[src/rtl/gtbg_pkg.sv]
// Shared types and constants for the gesture tempo beat generator.
// No dependencies; every other file in rtl/ imports this package.
package gtbg_pkg;

  // Register map of the configuration port
  localparam int CFG_IDX_W = 4;
  localparam logic [CFG_IDX_W-1:0] REG_LONG_PRESS   = 4'd0;
  localparam logic [CFG_IDX_W-1:0] REG_DOUBLE_CLICK = 4'd1;
  localparam logic [CFG_IDX_W-1:0] REG_HALF_SLOW    = 4'd2;
  localparam logic [CFG_IDX_W-1:0] REG_HALF_MID     = 4'd3;
  localparam logic [CFG_IDX_W-1:0] REG_HALF_FAST    = 4'd4;
  localparam logic [CFG_IDX_W-1:0] REG_TONE_SLOW    = 4'd5;
  localparam logic [CFG_IDX_W-1:0] REG_TONE_MID     = 4'd6;
  localparam logic [CFG_IDX_W-1:0] REG_TONE_FAST    = 4'd7;

  localparam int TICK_W = 16;
  localparam int TONE_W = 15;
  localparam int CFG_DATA_W = 16;

  // Reset values of the registers
  localparam logic [TICK_W-1:0] RST_LONG_PRESS   = 16'd2000;
  localparam logic [TICK_W-1:0] RST_DOUBLE_CLICK = 16'd400;
  localparam logic [TICK_W-1:0] RST_HALF_SLOW    = 16'd500;
  localparam logic [TICK_W-1:0] RST_HALF_MID     = 16'd250;
  localparam logic [TICK_W-1:0] RST_HALF_FAST    = 16'd125;
  localparam logic [TONE_W-1:0] RST_TONE_SLOW    = 15'd440;
  localparam logic [TONE_W-1:0] RST_TONE_MID     = 15'd880;
  localparam logic [TONE_W-1:0] RST_TONE_FAST    = 15'd1760;

  // Gesture codes; a gesture code also names the tempo level it selects
  typedef enum logic [1:0] {
    GEST_NONE   = 2'd0,
    GEST_SINGLE = 2'd1,
    GEST_DOUBLE = 2'd2,
    GEST_LONG   = 2'd3
  } gesture_t;

  localparam logic [1:0] LVL_STOP = 2'd0;
  localparam logic [1:0] LVL_SLOW = 2'd1;
  localparam logic [1:0] LVL_MID  = 2'd2;
  localparam logic [1:0] LVL_FAST = 2'd3;

  // Configuration register file contents
  typedef struct packed {
    logic [TICK_W-1:0] long_press_ticks;
    logic [TICK_W-1:0] double_click_ticks;
    logic [TICK_W-1:0] half_period_slow;
    logic [TICK_W-1:0] half_period_mid;
    logic [TICK_W-1:0] half_period_fast;
    logic [TONE_W-1:0] tone_slow;
    logic [TONE_W-1:0] tone_mid;
    logic [TONE_W-1:0] tone_fast;
  } cfg_regs_t;

  // Gesture queue status seen by the top level and the back part
  typedef struct packed {
    logic full;
    logic empty;
  } queue_stat_t;

endpackage

[src/rtl/gtbg_front.sv]
// Front part: edge detection, press and release timing, gesture classification.
// Depends on gtbg_pkg; pushes one gesture word per accepted tick into the queue.
module gtbg_front import gtbg_pkg::*; #(
  parameter int COUNT_WIDTH = 16
) (
  input  logic      clk,
  input  logic      rst_n,
  input  logic      accept,
  input  logic      button_level,
  input  cfg_regs_t cfg,
  output logic      push,
  output gesture_t  push_gesture
);

  localparam int CMPW = (COUNT_WIDTH > TICK_W) ? COUNT_WIDTH : TICK_W;
  localparam logic [COUNT_WIDTH-1:0] CNT_MAX = '1;

  logic                   prev_level_r, prev_level_nxt;
  logic [COUNT_WIDTH-1:0] press_r, press_nxt;
  logic [COUNT_WIDTH-1:0] release_r, release_nxt;
  logic                   await_r, await_nxt;
  gesture_t               gesture;

  // Classify the tick and compute the next timer state
  always_comb begin
    logic fall;
    logic rise;
    fall        = prev_level_r & ~button_level;
    rise        = ~prev_level_r & button_level;
    press_nxt   = (press_r == CNT_MAX) ? press_r : press_r + 1'b1;
    release_nxt = (release_r == CNT_MAX) ? release_r : release_r + 1'b1;
    await_nxt   = await_r;
    gesture     = GEST_NONE;

    if (fall) begin
      press_nxt = '0;
    end else if (rise) begin
      priority if (CMPW'(press_nxt) >= CMPW'(cfg.long_press_ticks)) begin
        gesture   = GEST_LONG;
        await_nxt = 1'b0;
      end else if (await_r &&
                   CMPW'(release_nxt) <= CMPW'(cfg.double_click_ticks)) begin
        gesture   = GEST_DOUBLE;
        await_nxt = 1'b0;
      end else begin
        await_nxt   = 1'b1;
        release_nxt = '0;
      end
    end

    // Window ran out with no second release: report a single
    if (await_nxt && CMPW'(release_nxt) > CMPW'(cfg.double_click_ticks)) begin
      await_nxt = 1'b0;
      gesture   = GEST_SINGLE;
    end
  end

  assign prev_level_nxt = button_level;
  assign push           = accept;
  assign push_gesture   = gesture;

  // Advance timer state on each accepted tick
  always_ff @(posedge clk) begin
    if (!rst_n) begin
      prev_level_r <= 1'b1;
      press_r      <= '0;
      release_r    <= '0;
      await_r      <= 1'b0;
    end else if (accept) begin
      prev_level_r <= prev_level_nxt;
      press_r      <= press_nxt;
      release_r    <= release_nxt;
      await_r      <= await_nxt;
    end
  end

endmodule

[src/rtl/gtbg_queue.sv]
// Two-entry gesture queue between the front and back parts.
// Depends on gtbg_pkg; flop based, push and pop may happen in the same cycle.
module gtbg_queue import gtbg_pkg::*; (
  input  logic        clk,
  input  logic        rst_n,
  input  logic        push,
  input  gesture_t    push_gesture,
  input  logic        pop,
  output gesture_t    pop_gesture,
  output queue_stat_t stat
);

  gesture_t   mem_r [2];
  logic       wr_ptr_r, wr_ptr_nxt;
  logic       rd_ptr_r, rd_ptr_nxt;
  logic [1:0] count_r, count_nxt;

  assign stat.full   = (count_r == 2'd2);
  assign stat.empty  = (count_r == 2'd0);
  assign pop_gesture = mem_r[rd_ptr_r];

  // Move pointers and fill count
  always_comb begin
    wr_ptr_nxt = push ? ~wr_ptr_r : wr_ptr_r;
    rd_ptr_nxt = pop ? ~rd_ptr_r : rd_ptr_r;
    count_nxt  = count_r;
    unique case ({push, pop})
      2'b10:   count_nxt = count_r + 2'd1;
      2'b01:   count_nxt = count_r - 2'd1;
      default: count_nxt = count_r;
    endcase
  end

  always_ff @(posedge clk) begin
    if (!rst_n) begin
      wr_ptr_r <= 1'b0;
      rd_ptr_r <= 1'b0;
      count_r  <= 2'd0;
    end else begin
      wr_ptr_r <= wr_ptr_nxt;
      rd_ptr_r <= rd_ptr_nxt;
      count_r  <= count_nxt;
    end
  end

  // Store the pushed word
  always_ff @(posedge clk) begin
    if (push) begin
      mem_r[wr_ptr_r] <= push_gesture;
    end
  end

endmodule

[src/rtl/gtbg_back.sv]
// Back part: tempo level, beat phase timing and the registered result word.
// Depends on gtbg_pkg; pops one gesture word per result.
module gtbg_back import gtbg_pkg::*; #(
  parameter int COUNT_WIDTH = 16
) (
  input  logic              clk,
  input  logic              rst_n,
  input  cfg_regs_t         cfg,
  input  queue_stat_t       q_stat,
  input  gesture_t          q_gesture,
  output logic              pop,
  output logic              out_valid,
  input  logic              out_stall,
  output logic              out_light_on,
  output logic [TONE_W-1:0] out_tone_hz,
  output logic [1:0]        out_tempo_level,
  output logic [1:0]        out_gesture
);

  localparam int CMPW = (COUNT_WIDTH > TICK_W) ? COUNT_WIDTH : TICK_W;
  localparam logic [COUNT_WIDTH-1:0] CNT_MAX = '1;

  logic [1:0]             level_r, level_nxt;
  logic                   phase_r, phase_nxt;
  logic [COUNT_WIDTH-1:0] beat_r, beat_nxt;
  logic                   valid_r, valid_nxt;
  logic                   light_r;
  logic [TONE_W-1:0]      tone_r, tone_nxt;
  logic [1:0]             level_out_r;
  logic [1:0]             gesture_r;
  logic                   advance;
  logic [TICK_W-1:0]      half;

  // Output register frees up when empty or being taken
  assign advance   = !valid_r || !out_stall;
  assign pop       = advance && !q_stat.empty;
  assign valid_nxt = advance ? !q_stat.empty : valid_r;

  // Apply the gesture, then run the beat timer
  always_comb begin
    beat_nxt  = (beat_r == CNT_MAX) ? beat_r : beat_r + 1'b1;
    level_nxt = level_r;
    phase_nxt = phase_r;
    if (q_gesture != GEST_NONE) begin
      level_nxt = q_gesture;
      phase_nxt = 1'b1;
      beat_nxt  = '0;
    end

    unique case (level_nxt)
      LVL_SLOW: half = cfg.half_period_slow;
      LVL_MID:  half = cfg.half_period_mid;
      default:  half = cfg.half_period_fast;
    endcase

    if (level_nxt != LVL_STOP && CMPW'(beat_nxt) >= CMPW'(half)) begin
      phase_nxt = ~phase_nxt;
      beat_nxt  = '0;
    end

    unique case (level_nxt)
      LVL_SLOW: tone_nxt = cfg.tone_slow;
      LVL_MID:  tone_nxt = cfg.tone_mid;
      LVL_FAST: tone_nxt = cfg.tone_fast;
      default:  tone_nxt = '0;
    endcase
    if (!phase_nxt) begin
      tone_nxt = '0;
    end
  end

  // Hold beat state; advance on each popped word
  always_ff @(posedge clk) begin
    if (!rst_n) begin
      level_r <= LVL_STOP;
      phase_r <= 1'b0;
      beat_r  <= '0;
      valid_r <= 1'b0;
    end else begin
      valid_r <= valid_nxt;
      if (pop) begin
        level_r <= level_nxt;
        phase_r <= phase_nxt;
        beat_r  <= beat_nxt;
      end
    end
  end

  // Result payload
  always_ff @(posedge clk) begin
    if (pop) begin
      light_r     <= phase_nxt;
      tone_r      <= tone_nxt;
      level_out_r <= level_nxt;
      gesture_r   <= q_gesture;
    end
  end

  assign out_valid       = valid_r;
  assign out_light_on    = light_r;
  assign out_tone_hz     = tone_r;
  assign out_tempo_level = level_out_r;
  assign out_gesture     = gesture_r;

endmodule

[src/rtl/gesture_tempo_beat_generator.sv]
// Top level of the gesture tempo beat generator: configuration registers,
// front part, gesture queue and back part. Depends on gtbg_pkg.
//
//   channel  ports                                      handshake
//   -------  -----------------------------------------  ---------------
//   in       in_button_level                            in_valid/in_stall
//   out      out_light_on, out_tone_hz,                 out_valid/out_stall
//            out_tempo_level, out_gesture
//   cfg      cfg_index, cfg_data                        cfg_valid/cfg_ready
//
// One word in, one word out. A tick word is taken every cycle unless in_stall is
// high; its gesture is written into the queue on the accepting edge, and the back
// part moves it into the output register when that register is free.
// The two-entry queue absorbs output stalls, so in_stall rises only when the
// queue is full and the back part cannot drain it this cycle.
// Synchronous active-low reset; cfg_ready is always high.
module gesture_tempo_beat_generator import gtbg_pkg::*; #(
  parameter int COUNT_WIDTH = 16
) (
  input  logic                  clk,
  input  logic                  rst_n,
  input  logic                  in_valid,
  output logic                  in_stall,
  input  logic                  in_button_level,
  output logic                  out_valid,
  input  logic                  out_stall,
  output logic                  out_light_on,
  output logic [TONE_W-1:0]     out_tone_hz,
  output logic [1:0]            out_tempo_level,
  output logic [1:0]            out_gesture,
  input  logic                  cfg_valid,
  output logic                  cfg_ready,
  input  logic [CFG_IDX_W-1:0]  cfg_index,
  input  logic [CFG_DATA_W-1:0] cfg_data
);

  cfg_regs_t   cfg_r;
  logic        accept;
  logic        push;
  gesture_t    push_gesture;
  logic        pop;
  gesture_t    q_gesture;
  queue_stat_t q_stat;

  assign cfg_ready = 1'b1;

  // Write configuration registers; unknown indexes drop the word
  always_ff @(posedge clk) begin
    if (!rst_n) begin
      cfg_r.long_press_ticks   <= RST_LONG_PRESS;
      cfg_r.double_click_ticks <= RST_DOUBLE_CLICK;
      cfg_r.half_period_slow   <= RST_HALF_SLOW;
      cfg_r.half_period_mid    <= RST_HALF_MID;
      cfg_r.half_period_fast   <= RST_HALF_FAST;
      cfg_r.tone_slow          <= RST_TONE_SLOW;
      cfg_r.tone_mid           <= RST_TONE_MID;
      cfg_r.tone_fast          <= RST_TONE_FAST;
    end else if (cfg_valid && cfg_ready) begin
      unique case (cfg_index)
        REG_LONG_PRESS:   cfg_r.long_press_ticks   <= cfg_data;
        REG_DOUBLE_CLICK: cfg_r.double_click_ticks <= cfg_data;
        REG_HALF_SLOW:    cfg_r.half_period_slow   <= cfg_data;
        REG_HALF_MID:     cfg_r.half_period_mid    <= cfg_data;
        REG_HALF_FAST:    cfg_r.half_period_fast   <= cfg_data;
        REG_TONE_SLOW:    cfg_r.tone_slow          <= cfg_data[TONE_W-1:0];
        REG_TONE_MID:     cfg_r.tone_mid           <= cfg_data[TONE_W-1:0];
        REG_TONE_FAST:    cfg_r.tone_fast          <= cfg_data[TONE_W-1:0];
        default:          ;
      endcase
    end
  end

  // Stall input only when the queue cannot take a word this cycle
  assign in_stall = q_stat.full && !pop;
  assign accept   = in_valid && !in_stall;

  gtbg_front #(
    .COUNT_WIDTH (COUNT_WIDTH)
  ) u_front (
    .clk          (clk),
    .rst_n        (rst_n),
    .accept       (accept),
    .button_level (in_button_level),
    .cfg          (cfg_r),
    .push         (push),
    .push_gesture (push_gesture)
  );

  gtbg_queue u_queue (
    .clk          (clk),
    .rst_n        (rst_n),
    .push         (push),
    .push_gesture (push_gesture),
    .pop          (pop),
    .pop_gesture  (q_gesture),
    .stat         (q_stat)
  );

  gtbg_back #(
    .COUNT_WIDTH (COUNT_WIDTH)
  ) u_back (
    .clk             (clk),
    .rst_n           (rst_n),
    .cfg             (cfg_r),
    .q_stat          (q_stat),
    .q_gesture       (q_gesture),
    .pop             (pop),
    .out_valid       (out_valid),
    .out_stall       (out_stall),
    .out_light_on    (out_light_on),
    .out_tone_hz     (out_tone_hz),
    .out_tempo_level (out_tempo_level),
    .out_gesture     (out_gesture)
  );

endmodule
[config.mk]
export PLATFORM = sky130hd
export DESIGN_NAME = gesture_tempo_beat_generator
export DESIGN_NICKNAME = d
export VERILOG_FILES = /design/src/rtl/gtbg_pkg.sv /design/src/rtl/gtbg_front.sv /design/src/rtl/gtbg_queue.sv /design/src/rtl/gtbg_back.sv /design/src/rtl/gesture_tempo_beat_generator.sv
export SDC_FILE = /design/constraint.sdc
export NUM_CORES = 1
export LEC_CHECK = 0
export BUFFER_PORTS_ARGS = -buffer_cell sky130_fd_sc_hd__buf_4
export CORE_MARGIN = 2
export CORE_UTILIZATION = 47
export CTS_CLUSTER_SIZE = 10
export DETAILED_ROUTE_END_ITERATION = 10
export PLACE_DENSITY_LB_ADDON = 0.1
export SLEW_MARGIN = 30
export SYNTH_ARGS = -nofsm -noshare
export SYNTH_HDL_FRONTEND = slang
export SYNTH_HIERARCHICAL = 1
export SYNTH_SLANG_ARGS = --single-unit
[constraint.sdc]
create_clock -name clk -period 6 [get_ports clk]
set_clock_uncertainty 0.05 [all_clocks]
set_input_delay 0.9 -clock clk [delete_from_list [all_inputs] [get_ports clk]]
set_output_delay 0.9 -clock clk [all_outputs]
set_load 0.02 [all_outputs]
==> impl_results.html <==
<table>
<tr><th>Metric</th><th>Value</th></tr>
<tr><th colspan="2">CTS</th></tr>
<tr><td>CTS tree</td><td>done</td></tr>
<tr><td>Total CTS buffers</td><td>26</td></tr>
<tr><td>CTS H-tree lvls</td><td>1</td></tr>
<tr><td>Later-pin clock latency in the skew report</td><td>about 0.54 ns</td></tr>
<tr><td>Clock Root Buffer</td><td>sky130_fd_sc_hd__clkbuf_16</td></tr>
<tr><td>Total clock sinks</td><td>about 210</td></tr>
<tr><td>Setup Buffers After CTS</td><td>0</td></tr>
<tr><td>Clock tree buffer depth</td><td>3</td></tr>
<tr><td>Hold-fix buffer count after cts</td><td>0</td></tr>
<tr><td>Register clock-pin slew on the reported worst setup and hold paths</td><td>0.06 ns</td></tr>
<tr><th colspan="2">Critical path</th></tr>
<tr><td>Reg-to-reg slack, setup</td><td>0.56 ns</td></tr>
<tr><td>Nature of the critical path endpoint</td><td>flip-flop</td></tr>
<tr><td>Cell-by-cell trace of the critical path</td><td>ha_1, and3_4, nand3_4, or3_4, nand4_1, xor2_1, inv_1, ha_1, nand4_1, nor4_2, o21ai_0, a31oi_2, and3_2, buf_4, nor2_1, ha_1, a21oi_1, o21ai_0, nand2_1, o311ai_0, o2111a_1, a211o_1</td></tr>
<tr><td>Critical Path Source Type</td><td>flip-flop</td></tr>
<tr><td>Start-to-end type of the worst setup path</td><td>flip-flop to flip-flop</td></tr>
<tr><td>Highest cell delay on the worst timing path</td><td>around 0.48 ns</td></tr>
<tr><td>Most used cell along the critical path</td><td>sky130_fd_sc_hd__ha_1</td></tr>
<tr><td>CP max stage cell</td><td>sky130_fd_sc_hd__or3_4</td></tr>
<tr><td>Worst endpoint required time</td><td>just over 6 ns</td></tr>
<tr><td>Worst endpoint data arrival time</td><td>approximately 5.7 ns</td></tr>
<tr><td>CP max FO</td><td>17</td></tr>
<tr><th colspan="2">Die</th></tr>
<tr><td>Die X</td><td>approximately 160 um</td></tr>
<tr><td>Number of ports placed on the die boundary</td><td>approximately 50</td></tr>
<tr><td>Initial cell density of the core</td><td>47.49%</td></tr>
<tr><td>Die area</td><td>25620 um^2</td></tr>
<tr><td>Core area</td><td>around 24000 um^2</td></tr>
<tr><td>Die Span Y</td><td>~160 um</td></tr>
<tr><td>Count of standard-cell rows</td><td>57</td></tr>
<tr><th colspan="2">Timing</th></tr>
<tr><td>Final-layout setup total negative slack</td><td>0 ns</td></tr>
<tr><td>Final slew viol count</td><td>0</td></tr>
<tr><td>Minimum period implied by the final worst setup slack</td><td>roughly 5.4 ns</td></tr>
<tr><td>Slew HR</td><td>roughly 43%</td></tr>
<tr><td>Hold Violations, Final</td><td>0</td></tr>
<tr><td>Fin crit share</td><td>90.67%</td></tr>
<tr><td>Maximum achievable frequency</td><td>about 180 MHz</td></tr>
<tr><td>Setup-violating endpoint count in the final report</td><td>0</td></tr>
<tr><td>Setup repair after global routing missed its margin</td><td>false</td></tr>
<tr><td>Transition time at the pin with the least slew margin</td><td>approximately 0.85 ns</td></tr>
<tr><th colspan="2">Synthesis</th></tr>
<tr><td>Netlist Area Pre-Place</td><td>between 10000 and 15000 um^2</td></tr>
<tr><td>Leading register cell type out of synthesis</td><td>sky130_fd_sc_hd__dfxtp_1</td></tr>
<tr><td>FFs w/ async S/R, synth</td><td>0%</td></tr>
<tr><td>Number of distinct standard cells referenced by the synthesized netlist</td><td>between 80 and 90</td></tr>
<tr><td>Yosys reg bits</td><td>approximately 210</td></tr>
<tr><td>Warning count from the yosys run</td><td>6</td></tr>
<tr><td>Average footprint of a synthesized cell</td><td>between 8 and 9 um^2</td></tr>
<tr><td>Post-Syn Nets</td><td>between 1000 and 1500</td></tr>
<tr><td>Number of instances in the synthesized netlist</td><td>about 1300</td></tr>
<tr><td>Count of flip-flops with a built-in enable after synthesis</td><td>24</td></tr>
<tr><td>Sequential element share of the synthesized area</td><td>38.47%</td></tr>
<tr><th colspan="2">Pwr</th></tr>
<tr><td>Leakage</td><td>approximately 5.7 nW</td></tr>
<tr><td>Worst vdd ir</td><td>roughly 0.24 mV</td></tr>
<tr><td>Pwr/cell area</td><td>~330 nW/um^2</td></tr>
<tr><th colspan="2">Routing</th></tr>
<tr><td>DR vias/cell</td><td>around 5.6</td></tr>
<tr><td>DRT Wirelength</td><td>~29000 um</td></tr>
<tr><td>Post-route DRC violation count</td><td>0</td></tr>
<tr><td>Overall via count from detail_route</td><td>9272</td></tr>
<tr><td>Number of DRC markers in iteration 0</td><td>roughly 700</td></tr>
<tr><td>DR pass1 iterations</td><td>6</td></tr>
<tr><td>Remaining antenna violation count</td><td>0</td></tr>
<tr><td>Mean routed wirelength per cell</td><td>17.69 um</td></tr>
<tr><th colspan="2">Placement</th></tr>
<tr><td>Final RePlAce weighted congestion</td><td>0.8420</td></tr>
<tr><td>DP HPWL</td><td>19620 um</td></tr>
<tr><td>Number of input and output port buffers inserted</td><td>47</td></tr>
<tr><td>Instance area after placement</td><td>between 10000 and 15000 um^2</td></tr>
<tr><td>Total instance count after detailed placement</td><td>~1600</td></tr>
<tr><th colspan="2">Cells and area</th></tr>
<tr><td>Count of non-filler cells in the finished layout</td><td>between 1500 and 2000</td></tr>
<tr><td>Number of inserted diodes</td><td>0</td></tr>
<tr><td>Area Overhead vs Synth</td><td>11.33%</td></tr>
<tr><td>Number of filler instances in the final layout</td><td>~2300</td></tr>
<tr><td>Final design area excluding fillers</td><td>roughly 13000 um^2</td></tr>
<tr><td>Share of cells above drive strength 1</td><td>roughly a tenth</td></tr>
<tr><td>Count of nets after finishing</td><td>1401</td></tr>
<tr><th colspan="2">Global route</th></tr>
<tr><td>Number of global-route vias before repair</td><td>8792</td></tr>
<tr><td>Wire length of the first global-routing pass</td><td>~47000 um</td></tr>
<tr><td>Antenna violations before repair</td><td>0</td></tr>
<tr><td>Overflow left after global routing</td><td>0</td></tr>
<tr><td>Pin count of the biggest net entering global routing</td><td>94</td></tr>
<tr><td>Global routing usage summed across all routing layers</td><td>22.54%</td></tr>
<tr><th colspan="2">Run</th></tr>
<tr><td>Max Cap Violations</td><td>0</td></tr>
<tr><th colspan="2">Outcome</th></tr>
<tr><td>Result of the run</td><td>finished clean</td></tr>
<tr><th colspan="2">Min path</th></tr>
<tr><td>Class of the most critical hold timing path</td><td>flip-flop to flip-flop</td></tr>
</table>
area by class of cell:
type / instances / area [um^2] / area share, %
well taps: 324 / 405.4 / 3.181
clock buffers: 42 / 762.0 / 5.978
flip-flops and latches: 208 / 4405 / 34.56
inverters: 66 / 247.7 / 1.944
clock inverters: 3 / 51.30 / 0.4025
repair buffers: 59 / 446.7 / 3.504
multi-input cells: 942 / 6427 / 50.43
placed cells by master (no fill, tap or decap), types with 12 or more instances in the layout:
cell	count
sky130_fd_sc_hd__nor2b_1	41
sky130_fd_sc_hd__clkbuf_16	27
sky130_fd_sc_hd__nand2_1	175
sky130_fd_sc_hd__a22oi_1	16
sky130_fd_sc_hd__inv_1	65
sky130_fd_sc_hd__and3_1	13
sky130_fd_sc_hd__clkbuf_1	12
sky130_fd_sc_hd__nand4_1	22
sky130_fd_sc_hd__and2_1	13
sky130_fd_sc_hd__nand3_1	68
sky130_fd_sc_hd__xnor2_1	17
sky130_fd_sc_hd__a31oi_1	13
sky130_fd_sc_hd__mux2i_1	108
sky130_fd_sc_hd__nor2_1	70
sky130_fd_sc_hd__o31ai_1	17
sky130_fd_sc_hd__nand2b_1	16
sky130_fd_sc_hd__edfxtp_1	24
sky130_fd_sc_hd__xor2_1	14
sky130_fd_sc_hd__o21ai_0	57
sky130_fd_sc_hd__a21oi_1	56
sky130_fd_sc_hd__dfxtp_1	183
sky130_fd_sc_hd__a222oi_1	15
sky130_fd_sc_hd__buf_4	58
sky130_fd_sc_hd__ha_1	70
cell families (layout without fill, tap and decap cells):
kind of cell | count (synthesis) | count (layout) | synth area share (%)
and+or+nand+nor | 473 | 473 | 20.67
AOI/OAI and AO/OA | 252 | 252 | 15.15
DFF | 208 | 208 | 38.47
buffers and inverters | 141 | 170 | 5.464
muxes | 112 | 112 | 9.836
adders and majority gates | 72 | 72 | 7.869
xor gates and xnor gates | 32 | 32 | 2.514
other | 1 | 1 | 0.03276
flip-flops by register name (all words and copies together), names as in the netlist, 4 cells and up, named ones only:
register            flops
u_back/beat_r          16
u_queue/mem_r           4
cfg_r                 125
u_front/press_r        16
u_back/out_tone_hz     15
u_front/release_r      16
final timing paths:
check	to	cells after the start	from
max	u_queue/mem_r[0][0]$_DFFE_PP_	22	u_front/release_r[1]$_SDFFE_PN0P_
min	cfg_r[94]$_SDFFE_PN0P_	2	cfg_r[94]$_SDFFE_PN0P_
max reg2reg	u_queue/mem_r[0][0]$_DFFE_PP_	22	u_front/release_r[1]$_SDFFE_PN0P_
min reg2reg	cfg_r[94]$_SDFFE_PN0P_	2	cfg_r[94]$_SDFFE_PN0P_
stage by stage:
step           worst slack (ns)  hold slack, ns  power [mW]  utilization, %
2_1_floorplan             1.023          0.3843       2.367               -
5_1_grt                 0.08798          0.4205       4.464           52.88
6_report                 0.5597          0.4056       4.246           52.88
3_5_place_dp             0.4637          0.4005       2.762           49.47
4_1_cts                  0.4563          0.4096       4.276           52.84
3_3_place_gp             0.6597          0.3931       2.753           49.47
worst max-delay path: cells and delay by family (launching register included):
family	cells	cell delay, ns
compound gates	7	1.40
xor+xnor	1	0.23
fa+ha+maj	3	0.85
buf+inv	2	0.33
flops	1	0.41
simple gates	9	1.89
Yosys cell counts, drive strengths merged (23+ instances only):
library cell	n	area [um^2]
dfxtp	184	3684
nand2	181	699.4
mux2i	108	1081
ha	72	900.9
nand3	72	387.9
nor2	70	262.8
inv	65	244.0
o21ai	63	319.0
a21oi	56	280.3
clkbuf	47	176.4
nor2b	42	262.8
buf	28	201.5
edfxtp	24	720.7
o31ai	23	202.7
layer usage:
metal	share of wire (%)	global-route usage, %
met2	46	37.13
met1	48	31.52
met4	2.0	5.815
met3	4.0	2.571
met5	0	0
report_power, final:
group	internal [mW]	total [mW]	switching, mW
Sequential	1.55	1.60	0.0505
Combinational	0.386	1.14	0.755
Clock	0.905	1.51	0.602
Total	2.84	4.25	1.41
repair_timing:
| item | CTS | global route |
|---|---|---|
| endpoints found under the setup margin | 0 | 2 |
| gates resized for setup | 0 | 2 |
| hold endpoints to repair | 0 | 0 |
Note: power is estimated with default switching activity, not from simulation.
